===== config.mk =====
export PLATFORM = sky130hd
export DESIGN_NAME = differential_drive_ramp_filter_core
export DESIGN_NICKNAME = d
export VERILOG_FILES = /design/src/hw/rtl/ddrf_pkg.sv /design/src/hw/rtl/ddrf_target.sv /design/src/hw/rtl/ddrf_wheel.sv /design/src/hw/rtl/differential_drive_ramp_filter_core.sv
export SDC_FILE = /design/constraint.sdc
export NUM_CORES = 2
export LEC_CHECK = 0
export BUFFER_PORTS_ARGS = -buffer_cell sky130_fd_sc_hd__buf_2
export CAP_MARGIN = 20
export CORE_ASPECT_RATIO = 1.5
export CORE_UTILIZATION = 25
export DETAILED_ROUTE_END_ITERATION = 10
export GPL_TIMING_DRIVEN = 0
export REMOVE_ABC_BUFFERS = 1
export SLEW_MARGIN = 15
export SYNTH_ARGS = -nofsm -noshare
export SYNTH_HDL_FRONTEND = slang
export SYNTH_SLANG_ARGS = --single-unit
export TNS_END_PERCENT = 50

===== constraint.sdc =====
create_clock -name clk -period 20.8 [get_ports clk]
set_input_delay 5.2 -clock clk [delete_from_list [all_inputs] [get_ports clk]]
set_output_delay 5.2 -clock clk [all_outputs]
set_load 0.02 [all_outputs]

===== src/hw/rtl/ddrf_pkg.sv =====
// Shared types, codes and constants of the differential drive ramp filter.
package ddrf_pkg;

  localparam int FRAC_BITS = 8;
  localparam int RAMP_W    = 9;
  localparam int SMOOTH_W  = FRAC_BITS + 10;
  localparam int ACC_W     = SMOOTH_W + 11;
  localparam int CFG_W     = 9;
  localparam int CFG_IDX_W = 2;

  typedef enum logic [3:0] {
    CMD_TICK        = 4'd0,
    CMD_STOP        = 4'd1,
    CMD_BRAKE       = 4'd2,
    CMD_FORWARD     = 4'd3,
    CMD_BACKWARD    = 4'd4,
    CMD_SPIN_RIGHT  = 4'd5,
    CMD_SPIN_LEFT   = 4'd6,
    CMD_PIVOT_RIGHT = 4'd7,
    CMD_PIVOT_LEFT  = 4'd8,
    CMD_PIVOT_RBACK = 4'd9,
    CMD_PIVOT_LBACK = 4'd10,
    CMD_SET         = 4'd11
  } cmd_t;

  typedef enum logic [CFG_IDX_W-1:0] {
    REG_BASE_SPEED  = 2'd0,
    REG_ACCEL_LIMIT = 2'd1,
    REG_ALPHA       = 2'd2
  } reg_idx_t;

  localparam logic [1:0] DIR_COAST = 2'd0;
  localparam logic [1:0] DIR_REV   = 2'd1;
  localparam logic [1:0] DIR_FWD   = 2'd2;
  localparam logic [1:0] DIR_BRAKE = 2'd3;

  localparam logic [7:0] BASE_RESET  = 8'd200;
  localparam logic [7:0] ACCEL_RESET = 8'd10;
  localparam logic [8:0] ALPHA_RESET = 9'd51;
  localparam logic [7:0] DUTY_MAX    = 8'd255;
  localparam logic [8:0] ALPHA_ONE   = 9'd256;

  typedef struct packed {
    logic [7:0] base_speed;
    logic [7:0] accel_limit;
    logic [8:0] alpha;
  } ddrf_cfg_t;

  typedef struct packed {
    logic                     load;
    logic signed [RAMP_W-1:0] left;
    logic signed [RAMP_W-1:0] right;
  } ddrf_tgt_t;

  typedef struct packed {
    logic signed [RAMP_W-1:0]   ramp;
    logic signed [SMOOTH_W-1:0] smooth;
    logic [1:0]                 dir;
    logic [7:0]                 duty;
  } ddrf_wheel_t;

endpackage


===== src/hw/rtl/ddrf_target.sv =====
// Target decoder: wheel targets from the move, turn and set commands.
module ddrf_target
  import ddrf_pkg::*;
(
  input  cmd_t                     cmd,
  input  logic signed [8:0]        correction,
  input  logic signed [8:0]        new_left,
  input  logic signed [8:0]        new_right,
  input  logic [7:0]               base_speed,
  output ddrf_tgt_t                tgt
);

  logic signed [10:0]       sum_l;
  logic signed [10:0]       sum_r;
  logic [7:0]               clip_l;
  logic [7:0]               clip_r;
  logic signed [RAMP_W-1:0] pos_l;
  logic signed [RAMP_W-1:0] pos_r;
  logic signed [RAMP_W-1:0] base_p;
  logic signed [RAMP_W-1:0] base_n;
  logic signed [RAMP_W-1:0] set_l;
  logic signed [RAMP_W-1:0] set_r;

  localparam logic signed [RAMP_W-1:0] SET_MIN = -9'sd256;

  always_comb begin
    sum_l  = $signed({3'b000, base_speed}) - 11'(correction);
    sum_r  = $signed({3'b000, base_speed}) + 11'(correction);
    clip_l = sum_l < 0 ? 8'd0 : (sum_l > 11'sd255 ? DUTY_MAX : sum_l[7:0]);
    clip_r = sum_r < 0 ? 8'd0 : (sum_r > 11'sd255 ? DUTY_MAX : sum_r[7:0]);
    pos_l  = $signed({1'b0, clip_l});
    pos_r  = $signed({1'b0, clip_r});
    base_p = $signed({1'b0, base_speed});
    base_n = RAMP_W'(-base_p);
    set_l  = new_left == SET_MIN ? -9'sd255 : new_left;
    set_r  = new_right == SET_MIN ? -9'sd255 : new_right;

    tgt.load  = 1'b1;
    tgt.left  = '0;
    tgt.right = '0;
    unique case (cmd)
      CMD_FORWARD: begin
        tgt.left  = pos_l;
        tgt.right = pos_r;
      end
      CMD_BACKWARD: begin
        tgt.left  = RAMP_W'(-pos_l);
        tgt.right = RAMP_W'(-pos_r);
      end
      CMD_SPIN_RIGHT: begin
        tgt.left  = base_p;
        tgt.right = base_n;
      end
      CMD_SPIN_LEFT: begin
        tgt.left  = base_n;
        tgt.right = base_p;
      end
      CMD_PIVOT_RIGHT: tgt.left  = base_p;
      CMD_PIVOT_LEFT:  tgt.right = base_p;
      CMD_PIVOT_RBACK: tgt.left  = base_n;
      CMD_PIVOT_LBACK: tgt.right = base_n;
      CMD_SET: begin
        tgt.left  = set_l;
        tgt.right = set_r;
      end
      default: tgt.load = 1'b0;
    endcase
  end

endmodule


===== src/hw/rtl/ddrf_wheel.sv =====
// One wheel's tick update: slew-limited ramp, low-pass filter and drive decode.
module ddrf_wheel
  import ddrf_pkg::*;
(
  input  logic signed [RAMP_W-1:0]   target,
  input  logic signed [RAMP_W-1:0]   ramp,
  input  logic signed [SMOOTH_W-1:0] smooth,
  input  ddrf_cfg_t                  cfg,
  output ddrf_wheel_t                upd
);

  localparam logic signed [ACC_W-1:0]    ACC_RND = ACC_W'(255);
  localparam logic signed [SMOOTH_W-1:0] V_RND   = SMOOTH_W'((1 << FRAC_BITS) - 1);

  logic signed [9:0]            diff;
  logic signed [9:0]            lim;
  logic signed [9:0]            step;
  logic signed [9:0]            ramp_sum;
  logic signed [RAMP_W-1:0]     ramp_n;
  logic [8:0]                   a_eff;
  logic [8:0]                   a_inv;
  logic signed [SMOOTH_W+9:0]   prod_s;
  logic signed [RAMP_W+9:0]     prod_r;
  logic signed [ACC_W-1:0]      acc;
  logic signed [ACC_W-1:0]      acc_adj;
  logic signed [ACC_W-1:0]      acc_div;
  logic signed [SMOOTH_W-1:0]   smooth_n;
  logic signed [SMOOTH_W-1:0]   s_adj;
  logic signed [SMOOTH_W-1:0]   v;
  logic signed [SMOOTH_W-1:0]   mag;

  always_comb begin
    diff     = 10'(target) - 10'(ramp);
    lim      = $signed({2'b00, cfg.accel_limit});
    step     = diff > lim ? lim : (diff < -lim ? 10'(-lim) : diff);
    ramp_sum = 10'(ramp) + step;
    ramp_n   = (diff > 10'sd1 || diff < -10'sd1) ? ramp_sum[RAMP_W-1:0] : target;

    a_eff    = cfg.alpha > ALPHA_ONE ? ALPHA_ONE : cfg.alpha;
    a_inv    = ALPHA_ONE - a_eff;
    prod_s   = smooth * $signed({1'b0, a_inv});
    prod_r   = ramp_n * $signed({1'b0, a_eff});
    acc      = ACC_W'(prod_s) + (ACC_W'(prod_r) <<< FRAC_BITS);
    acc_adj  = acc + (acc[ACC_W-1] ? ACC_RND : '0);
    acc_div  = acc_adj >>> 8;
    smooth_n = acc_div[SMOOTH_W-1:0];

    s_adj    = smooth_n + (smooth_n[SMOOTH_W-1] ? V_RND : '0);
    v        = s_adj >>> FRAC_BITS;
    mag      = v[SMOOTH_W-1] ? SMOOTH_W'(-v) : v;

    upd.ramp   = ramp_n;
    upd.smooth = smooth_n;
    upd.dir    = v[SMOOTH_W-1] ? DIR_REV : DIR_FWD;
    upd.duty   = mag > SMOOTH_W'(255) ? DUTY_MAX : mag[7:0];
  end

endmodule


===== src/hw/rtl/differential_drive_ramp_filter_core.sv =====
// Top level of the differential drive ramp filter: beat registers, state and control.
//
// Usage:
//   Input channel (in_valid/in_ready) carries one command beat with its
//   correction and set-target fields. Result channel (out_valid/out_ready)
//   returns one beat per command: the drive direction pair and PWM duty of
//   each wheel after that command took effect.
//   Configuration writes (cfg_we, cfg_index, cfg_wdata) load base speed,
//   acceleration limit and filter coefficient; issue them while idle.
//   Path: an accepted beat passes the input register, then the state and
//   result register. Throughput: 1 beat per cycle unless stalled; the whole
//   ramp, filter multiply and drive decode run in one pass per beat.
//   Reset: all targets, ramps and filters clear, wheels coast at zero duty,
//   registers return to base 200, accel 10, alpha 51.
//   Receiver stall: the pending result holds; one more beat waits in the
//   input register, then in_ready drops until the result is taken.
module differential_drive_ramp_filter_core
  import ddrf_pkg::*;
(
  input  logic                 clk,
  input  logic                 rst_n,
  input  logic                 in_valid,
  output logic                 in_ready,
  input  logic [3:0]           in_command,
  input  logic signed [8:0]    in_correction,
  input  logic signed [8:0]    in_new_left,
  input  logic signed [8:0]    in_new_right,
  output logic                 out_valid,
  input  logic                 out_ready,
  output logic [1:0]           out_left_dir,
  output logic [7:0]           out_left_pwm,
  output logic [1:0]           out_right_dir,
  output logic [7:0]           out_right_pwm,
  input  logic                 cfg_we,
  input  logic [CFG_IDX_W-1:0] cfg_index,
  input  logic [CFG_W-1:0]     cfg_wdata
);

  ddrf_cfg_t                  cfg_r;
  logic                       in_valid_r;
  logic [3:0]                 cmd_r;
  logic signed [8:0]          corr_r;
  logic signed [8:0]          new_l_r;
  logic signed [8:0]          new_r_r;
  logic                       out_valid_r;
  logic                       advance;
  cmd_t                       cmd;
  ddrf_tgt_t                  tgt;
  ddrf_wheel_t                upd_l;
  ddrf_wheel_t                upd_r;

  logic signed [RAMP_W-1:0]   tgt_l_r, tgt_l_nxt;
  logic signed [RAMP_W-1:0]   tgt_r_r, tgt_r_nxt;
  logic signed [RAMP_W-1:0]   ramp_l_r, ramp_l_nxt;
  logic signed [RAMP_W-1:0]   ramp_r_r, ramp_r_nxt;
  logic signed [SMOOTH_W-1:0] smooth_l_r, smooth_l_nxt;
  logic signed [SMOOTH_W-1:0] smooth_r_r, smooth_r_nxt;
  logic [3:0]                 drive_r, drive_nxt;
  logic [7:0]                 duty_l_r, duty_l_nxt;
  logic [7:0]                 duty_r_r, duty_r_nxt;

  assign advance  = in_valid_r && (!out_valid_r || out_ready);
  assign in_ready = !in_valid_r || advance;
  assign cmd      = cmd_t'(cmd_r);

  always_ff @(posedge clk) begin
    if (!rst_n) begin
      cfg_r.base_speed  <= BASE_RESET;
      cfg_r.accel_limit <= ACCEL_RESET;
      cfg_r.alpha       <= ALPHA_RESET;
    end else if (cfg_we) begin
      unique case (cfg_index)
        REG_BASE_SPEED:  cfg_r.base_speed  <= cfg_wdata[7:0];
        REG_ACCEL_LIMIT: cfg_r.accel_limit <= cfg_wdata[7:0];
        REG_ALPHA:       cfg_r.alpha       <= cfg_wdata;
        default: ;
      endcase
    end
  end

  always_ff @(posedge clk) begin
    if (!rst_n) begin
      in_valid_r <= 1'b0;
    end else if (in_ready) begin
      in_valid_r <= in_valid;
    end
  end

  always_ff @(posedge clk) begin
    if (in_valid && in_ready) begin
      cmd_r   <= in_command;
      corr_r  <= in_correction;
      new_l_r <= in_new_left;
      new_r_r <= in_new_right;
    end
  end

  ddrf_target u_target (
    .cmd        (cmd),
    .correction (corr_r),
    .new_left   (new_l_r),
    .new_right  (new_r_r),
    .base_speed (cfg_r.base_speed),
    .tgt        (tgt)
  );

  ddrf_wheel u_wheel_l (
    .target (tgt_l_r),
    .ramp   (ramp_l_r),
    .smooth (smooth_l_r),
    .cfg    (cfg_r),
    .upd    (upd_l)
  );

  ddrf_wheel u_wheel_r (
    .target (tgt_r_r),
    .ramp   (ramp_r_r),
    .smooth (smooth_r_r),
    .cfg    (cfg_r),
    .upd    (upd_r)
  );

  always_comb begin
    tgt_l_nxt    = tgt_l_r;
    tgt_r_nxt    = tgt_r_r;
    ramp_l_nxt   = ramp_l_r;
    ramp_r_nxt   = ramp_r_r;
    smooth_l_nxt = smooth_l_r;
    smooth_r_nxt = smooth_r_r;
    drive_nxt    = drive_r;
    duty_l_nxt   = duty_l_r;
    duty_r_nxt   = duty_r_r;
    unique case (cmd) inside
      CMD_TICK: begin
        ramp_l_nxt   = upd_l.ramp;
        ramp_r_nxt   = upd_r.ramp;
        smooth_l_nxt = upd_l.smooth;
        smooth_r_nxt = upd_r.smooth;
        drive_nxt    = {upd_l.dir, upd_r.dir};
        duty_l_nxt   = upd_l.duty;
        duty_r_nxt   = upd_r.duty;
      end
      CMD_STOP, CMD_BRAKE: begin
        tgt_l_nxt    = '0;
        tgt_r_nxt    = '0;
        ramp_l_nxt   = '0;
        ramp_r_nxt   = '0;
        smooth_l_nxt = '0;
        smooth_r_nxt = '0;
        drive_nxt    = cmd == CMD_BRAKE ? {DIR_BRAKE, DIR_BRAKE} : {DIR_COAST, DIR_COAST};
        duty_l_nxt   = cmd == CMD_BRAKE ? DUTY_MAX : 8'd0;
        duty_r_nxt   = cmd == CMD_BRAKE ? DUTY_MAX : 8'd0;
      end
      default: begin
        if (tgt.load) begin
          tgt_l_nxt = tgt.left;
          tgt_r_nxt = tgt.right;
        end
      end
    endcase
  end

  always_ff @(posedge clk) begin
    if (!rst_n) begin
      tgt_l_r     <= '0;
      tgt_r_r     <= '0;
      ramp_l_r    <= '0;
      ramp_r_r    <= '0;
      smooth_l_r  <= '0;
      smooth_r_r  <= '0;
      drive_r     <= '0;
      duty_l_r    <= '0;
      duty_r_r    <= '0;
      out_valid_r <= 1'b0;
    end else begin
      if (advance) begin
        tgt_l_r    <= tgt_l_nxt;
        tgt_r_r    <= tgt_r_nxt;
        ramp_l_r   <= ramp_l_nxt;
        ramp_r_r   <= ramp_r_nxt;
        smooth_l_r <= smooth_l_nxt;
        smooth_r_r <= smooth_r_nxt;
        drive_r    <= drive_nxt;
        duty_l_r   <= duty_l_nxt;
        duty_r_r   <= duty_r_nxt;
      end
      if (advance) begin
        out_valid_r <= 1'b1;
      end else if (out_ready) begin
        out_valid_r <= 1'b0;
      end
    end
  end

  assign out_valid     = out_valid_r;
  assign out_left_dir  = drive_r[3:2];
  assign out_left_pwm  = duty_l_r;
  assign out_right_dir = drive_r[1:0];
  assign out_right_pwm = duty_r_r;

  a_no_overwrite: assert property (@(posedge clk) disable iff (!rst_n)
    out_valid_r && !out_ready |-> !advance)
    else $error("pending result beat overwritten");

  a_stop_coasts: assert property (@(posedge clk) disable iff (!rst_n)
    advance && cmd == CMD_STOP |=> drive_r == 4'd0 && duty_l_r == 8'd0
      && duty_r_r == 8'd0 && ramp_l_r == '0 && smooth_r_r == '0)
    else $error("stop did not clear drive");

  a_brake_full: assert property (@(posedge clk) disable iff (!rst_n)
    advance && cmd == CMD_BRAKE |=> drive_r == {DIR_BRAKE, DIR_BRAKE}
      && duty_l_r == DUTY_MAX && duty_r_r == DUTY_MAX)
    else $error("brake did not force full drive");

  a_tick_dir: assert property (@(posedge clk) disable iff (!rst_n)
    advance && cmd == CMD_TICK |=> (drive_r[3:2] == DIR_FWD || drive_r[3:2] == DIR_REV)
      && (drive_r[1:0] == DIR_FWD || drive_r[1:0] == DIR_REV))
    else $error("tick left a wheel coasting or braked");

  a_target_holds_drive: assert property (@(posedge clk) disable iff (!rst_n)
    advance && cmd != CMD_TICK && cmd != CMD_STOP && cmd != CMD_BRAKE
      |=> $stable(drive_r) && $stable(duty_l_r) && $stable(duty_r_r))
    else $error("target command changed the drive outputs");

endmodule


; Word level (Yosys, flattened, before mapping)
; Cells that the tools add are included.
; W data, S select, Z words.
[totals]
wordCells = 137
in_bits = 47
regBits = 150
[op_classes]
add_sub_neg = 19
n_reduce_logical = 24
magnitude_cmp = 15
bitwise_logic = 1
n_eq_ne = 15
muxes = 41
n_mul = 4
[op_table]
columns = op, n
row1 = $mux W9, 11
row2 = $pmux W9 S5, 2
row3 = $mux W8, 11
row4 = $pmux W18 S2, 2
row5 = $pmux W9 S2, 4
row6 = $add A28 B27 Y29, 2
row7 = $mul A18 B10 Y28, 2
row8 = $add A26 B26 Y26, 2
row9 = $lt A10 B1 Y1 const B, 4
row10 = $mul A9 B10 Y19, 2
row11 = $add A18 B8 Y18, 2
row12 = $gt A18 B9 Y1 const B, 2
row13 = $mux W18, 2
row14 = $neg A10 Y18, 2
row15 = $pmux W8 S2, 2
row16 = $sub A9 B9 Y10, 3
row17 = $neg A8 Y9, 3
row18 = $gt A10 B2 Y1 const B, 2
row19 = $gt A10 B9 Y1, 2
row20 = $gt A10 B9 Y1 const B, 2
row21 = $lt A10 B10 Y1, 2
row22 = $add A9 B9 Y9, 2
row23 = $eq A9 B9 Y1 const B, 2
row24 = $eq A4 B3 Y1 const B, 4
row25 = 24 further kinds, 45

; Logic depth before layout (Yosys ltp)
[logic_depth]
ltp_word = 17
depth_mapped = 88
depth_no_buf = 87

; Hierarchy
; A second synthesis with hierarchy kept.
[unflattened]
hier_cells = 3833
area_unflattened_um2 = 32474.9
[by_module_without_submodules]
columns = module, cells_per_inst, instances, area_per_inst_um2
row1 = ddrf_wheel (u_wheel_l), 1504, 1, 12396.9
row2 = ddrf_wheel (u_wheel_r), 1488, 1, 12325.6
row3 = differential_drive_ramp_filter_core, 491, 1, 5373.9
row4 = ddrf_target, 350, 1, 2378.5

; Least setup slack after synthesis
; Ideal clock, no wire load.
[synth_path]
path_kind = register to register
startpoint = reg tgt_r_r[0]
endpoint = reg duty_r_r[1] (netlist: out_right_pwm[1])
stages_incl_launch_ff = 88
path_buffers = 1
slack_ps = 2586
setup_time_ps = 117
t_arrival_ps = 18096
path_cell_list = dfxtp_1 inv_1 ha_1 fa_1 inv_1 ha_1 nor2b_1 o21a_1 o21a_1 o21a_1 o21a_1 o21a_1 o21ai_0 nand2b_1 a21oi_1 maj3_1 clkbuf_1 nor2_1 (+52 left out) and2b_1 xor2_4 ha_1 a21o_1 a21oi_1 nor2_1 nor2_1 nand2_1 a41oi_2 a21o_1 xnor2_1 ha_1 o21ai_1 nor3_1 a31oi_1 a2bb2oi_2 a2111o_1 a32o_1
[synth_via]
elab_chain_len = 17
[synth_rtl]
columns = element, line
row1 = start: declaration, differential_drive_ramp_filter_core.sv:53  ; logic signed [RAMP_W-1:0] tgt_r_r, tgt_r_nxt;
row2 = start signal: assignment, differential_drive_ramp_filter_core.sv:178  ; tgt_r_r <= tgt_r_nxt;
row3 = $sub A9 B9 Y10, ddrf_wheel.sv:33  ; diff = 10'(target) - 10'(ramp);
row4 = $lt A10 B10 Y1, ddrf_wheel.sv:35  ; step = diff > lim ? lim : (diff < -lim ? 10'(-lim) : diff);
row5 = $mux W9 (2 in series), ddrf_wheel.sv:35
row6 = $add A9 B9 Y9, ddrf_wheel.sv:36  ; ramp_sum = 10'(ramp) + step;
row7 = $mux W9 *, ddrf_wheel.sv:37  ; ramp_n = (diff > 10'sd1 || diff < -10'sd1) ? ramp_sum[RAMP_W-1:0] : target;
row8 = $mul A9 B10 Y19 *, ddrf_wheel.sv:42  ; prod_r = ramp_n * $signed({1'b0, a_eff});
row9 = $add A28 B27 Y29 *, ddrf_wheel.sv:43  ; acc = ACC_W'(prod_s) + (ACC_W'(prod_r) <<< FRAC_BITS);
row10 = $mux W8, ddrf_wheel.sv:44  ; acc_adj = acc + (acc[ACC_W-1] ? ACC_RND : '0);
row11 = $add A26 B26 Y26 *, ddrf_wheel.sv:44
row12 = $mux W8, ddrf_wheel.sv:48  ; s_adj = smooth_n + (smooth_n[SMOOTH_W-1] ? V_RND : '0);
row13 = $add A18 B8 Y18 *, ddrf_wheel.sv:48
row14 = $neg A10 Y18, ddrf_wheel.sv:50  ; mag = v[SMOOTH_W-1] ? SMOOTH_W'(-v) : v;
row15 = $mux W18 *, ddrf_wheel.sv:50
row16 = $gt A18 B9 Y1, ddrf_wheel.sv:55  ; upd.duty = mag > SMOOTH_W'(255) ? DUTY_MAX : mag[7:0];
row17 = $mux W8 *, ddrf_wheel.sv:55
row18 = $pmux W8 S2 *, differential_drive_ramp_filter_core.sv:133  ; unique case (cmd) inside
row19 = end signal: assignment, differential_drive_ramp_filter_core.sv:185  ; duty_r_r <= duty_r_nxt;
row20 = end: declaration, differential_drive_ramp_filter_core.sv:60  ; logic [7:0] duty_r_r, duty_r_nxt;
; Mark *: on every way between the ends. The rest lies on a longest branch, timed or not.
; A chain may end at the register's enable or synchronous reset.

; Worst setup path after layout
; Same ends and word-level chain as after synthesis.

==> flow_metrics.env <==
export IMPL_synth_top_area_cell="sky130_fd_sc_hd__fa_1"
export IMPL_critPathArrivalTime_ns=19.88
export IMPL_clkSlewWorstSetupHoldPaths_ns=0.07
export IMPL_hpwlAfterDp_um=68400
export IMPL_detailedRoute_firstIterationViolations=1480
export IMPL_netlist_top_cells_area="sky130_fd_sc_hd__fa_1 27%, sky130_fd_sc_hd__ha_1 14%, sky130_fd_sc_hd__dfxtp_1 7.7%"
export IMPL_cts_htree_levels=4
export IMPL_reg2regPathDepth=87
export IMPL_ant_nets=0
export IMPL_critical_path_max_fanout=10
export IMPL_synthDistinctLibCells=97
export IMPL_dominantRegCellSynth="sky130_fd_sc_hd__dfxtp_1"
export IMPL_antenna_cells_inserted=0
export IMPL_tightest_slew_ns=1.16
export IMPL_max_cap_viol_count=0
export IMPL_endpoint_kind="register"
export IMPL_outcome="finished, final reports clean"
export IMPL_total_overflow_reported_by_the_global_router=0
export IMPL_timing_hold_worst_path_depth=2
export IMPL_report_final_setup_viol=0
export IMPL_worst_clock_skew_ns=0.0137
export IMPL_cts_buffers=17
export IMPL_multi_input_comb_area_mm2=0.0251
export IMPL_rows=157
export IMPL_clk_root_buffer_cell="sky130_fd_sc_hd__clkbuf_16"
export IMPL_ys_warn_count=0
export IMPL_post_synth_instance_area_mm2=0.0309
export IMPL_final_nets=4475
export IMPL_synthArstFlopShare_pct=0
export IMPL_timing_hold_worst_endpoint="drive_r[0]"
export IMPL_min_path_type="register to register"
export IMPL_core_region_area_mm2=0.122
export IMPL_tritoncts="yes"
export IMPL_drive_above_1_share_pct=6.27
export IMPL_achievable_frequency_ghz=0.0513
export IMPL_ports_placed_on_the_boundary=69
export IMPL_setup_worst_path_start="tgt_r_r[0]"
export IMPL_routabilityCongestion=0.878
export IMPL_grt_util_all_layers_pct=13.6
export IMPL_crit_reg2reg_launch="tgt_r_r[0]"
export IMPL_via_per_inst=4.74
export IMPL_synthesis_instances=3670
export IMPL_post_synth_top_area_fraction_pct=27.3
export IMPL_via_count_of_the_first_global_routing_pass=25800
export IMPL_fillCellCount=13000
export IMPL_finalSetupTns_ns=0
export IMPL_relSlewSlack_pct=22.7
export IMPL_synth_seq_area_share_pct=10.7
export IMPL_clock_latency_late_sink_ns=0.51
export IMPL_ff2ff_setup_slack_ns=1.30
export IMPL_cts_path_max_buffers=2
export IMPL_floorplan_initialDensity_pct=25.3
export IMPL_floorplan_die_height_um=433
export IMPL_timing_worst_setup_path_type="register to register"
export IMPL_area_growth_synth_to_final_pct=10.4
export IMPL_drtPass1Iterations=6
export IMPL_drt_total_wl_um=82700
export IMPL_drc=0
export IMPL_grt_first_pass_wirelength_um=135000
export IMPL_sequential_cell_area_mm2=0.00331
export IMPL_edff_count_synth=31
export IMPL_timing_rr_end="out_right_pwm[1]"
export IMPL_grt_antenna_before_repair=2
export IMPL_wire_per_inst_um=15.7
export IMPL_die_area_mm2=0.125
export IMPL_portBuffers=68
export IMPL_min_from="drive_r[0]"
export IMPL_period_minus_slack_ns=19.50
export IMPL_critPathMaxStageDelay_ns=0.55
export IMPL_grt_max_degree=84
export IMPL_num_vias=24900
export IMPL_crit_required_ns=21.19
export IMPL_critical_path_slowest_cell="sky130_fd_sc_hd__fa_1"
export IMPL_yosys_register_bits=150
export IMPL_die_w_um=289
export IMPL_timing_critical_path_from_type="register"
export IMPL_final_max_slew_viol_count=0
export IMPL_synthesis_area_per_instance_um2=8.42
export IMPL_cts_sinks=150
export IMPL_finalHoldViolations=0
export IMPL_critPathMostFrequentCell="sky130_fd_sc_hd__a21o_1"
export IMPL_period_share_pct=93.7
-- synth_stat cells (all sizes together), types with 62 or more instances --
cell type and n:
inv 595, fa 422, ha 352, nand2 326, nor2 272, and2 189
a21oi 185, clkbuf 127, dfxtp 119, xnor2 117, o21ai 111, nor2b 75
a21o 67, nand2b 63, xor2 62
-- worst max-delay path: cells and delay by family (launching register included) --
family / cells / cell delay [ns]
compound gates: 40 / 7.56
xor+xnor: 6 / 1.08
fa+ha+maj: 19 / 7.57
buf+inv: 9 / 0.79
flops: 1 / 0.35
simple gates: 13 / 2.05
-- cells by family (layout without fill, tap and decap cells) --
| group | Yosys count | count (layout) | share of synthesized area [%] |
|---|---|---|---|
| adder cells (fa/ha/maj) | 775 | 775 | 41.6 |
| AO/OA/AOI/OAI | 628 | 628 | 13.5 |
| buffers and inverters | 746 | 742 | 9.11 |
| XOR/XNOR | 179 | 180 | 5.16 |
| flip-flops | 150 | 150 | 10.7 |
| AND/OR/NAND/NOR | 1150 | 1150 | 18.5 |
| multiplexers | 42 | 42 | 1.38 |
-- placed cells by master (no fill, tap or decap), types with 53 or more instances in the layout --
master	count
sky130_fd_sc_hd__a22oi_1	53
sky130_fd_sc_hd__buf_2	68
sky130_fd_sc_hd__xor2_1	59
sky130_fd_sc_hd__o21ai_0	90
sky130_fd_sc_hd__xnor2_1	110
sky130_fd_sc_hd__a21oi_1	184
sky130_fd_sc_hd__ha_1	351
sky130_fd_sc_hd__a21o_1	66
sky130_fd_sc_hd__nor2b_1	71
sky130_fd_sc_hd__nand2_1	326
sky130_fd_sc_hd__nand2b_1	62
sky130_fd_sc_hd__and2_1	186
sky130_fd_sc_hd__nor2_1	271
sky130_fd_sc_hd__inv_1	593
sky130_fd_sc_hd__fa_1	421
sky130_fd_sc_hd__dfxtp_1	118
-- repair_timing --
action / CTS / global route
gates cloned: 0 / 1
setup endpoints to repair: 10 / 19
hold buffers: 0 / 0
pin swaps: 0 / 1
buffers inserted: 0 / 13
resized for setup: 5 / 25
-- final cells by class --
cell class                 instances  share of cell area [%]
multi-input combinational       2775                    73.5
sequential                       150                    9.72
inverter                         596                    6.57
tap                             1590                    5.83
timing repair buffer             114                    2.63
clock buffer                      17                    1.25
clock inverter                    15                   0.480
-- metal layers --
layer  vias to the layer above  GRT usage (%)  routed length, µm
met4                         0           4.97               2660
li1                      11900              -                  -
met1                     12300           15.8              34000
met3                       138           2.04               3490
met5                         -              0                  0
met2                       525           24.7              42500
-- state kept, by name, indices dropped and copies added (netlist names) --
name	cells
tgt_r_r	9
out_left_pwm	8
new_r_r	9
smooth_l_r	18
cfg_r	25
ramp_l_r	9
out_valid	1
smooth_r_r	18
out_right_pwm	8
cmd	4
new_l_r	9
in_valid_r	1
drive_r	4
ramp_r_r	9
corr_r	9
tgt_l_r	9
-- per-stage QoR --
stage               area [µm²]  setup WS (ns)  hold slack [ns]  std cells  util, %
floorplan                30300           2.32            0.430       3520        -
global placement         32700          -1.02            0.443       5178     26.7
detailed placement       33200         -0.623            0.446       5209     27.1
CTS                      33800         0.0208            0.456       5241     27.6
global route             34100         -0.128            0.475       5257     27.9
finish                   34100           1.30            0.453       5257     27.9
-- worst max-delay path by stage --
stage | to | depth (start not counted) | slack, ns
final | out_right_pwm[1] | 87 | 1.30
after global routing | out_left_pwm[1] | 84 | -0.13
after CTS | out_left_pwm[0] | 83 | 0.02
after detailed placement | out_left_pwm[3] | 83 | -0.62
after global placement | out_left_pwm[3] | 83 | -1.02
after floorplan | out_right_pwm[1] | 86 | 2.32
Power is not shown: default switching activity piles up to over one toggle a cycle in this logic, so the estimate is an artifact.
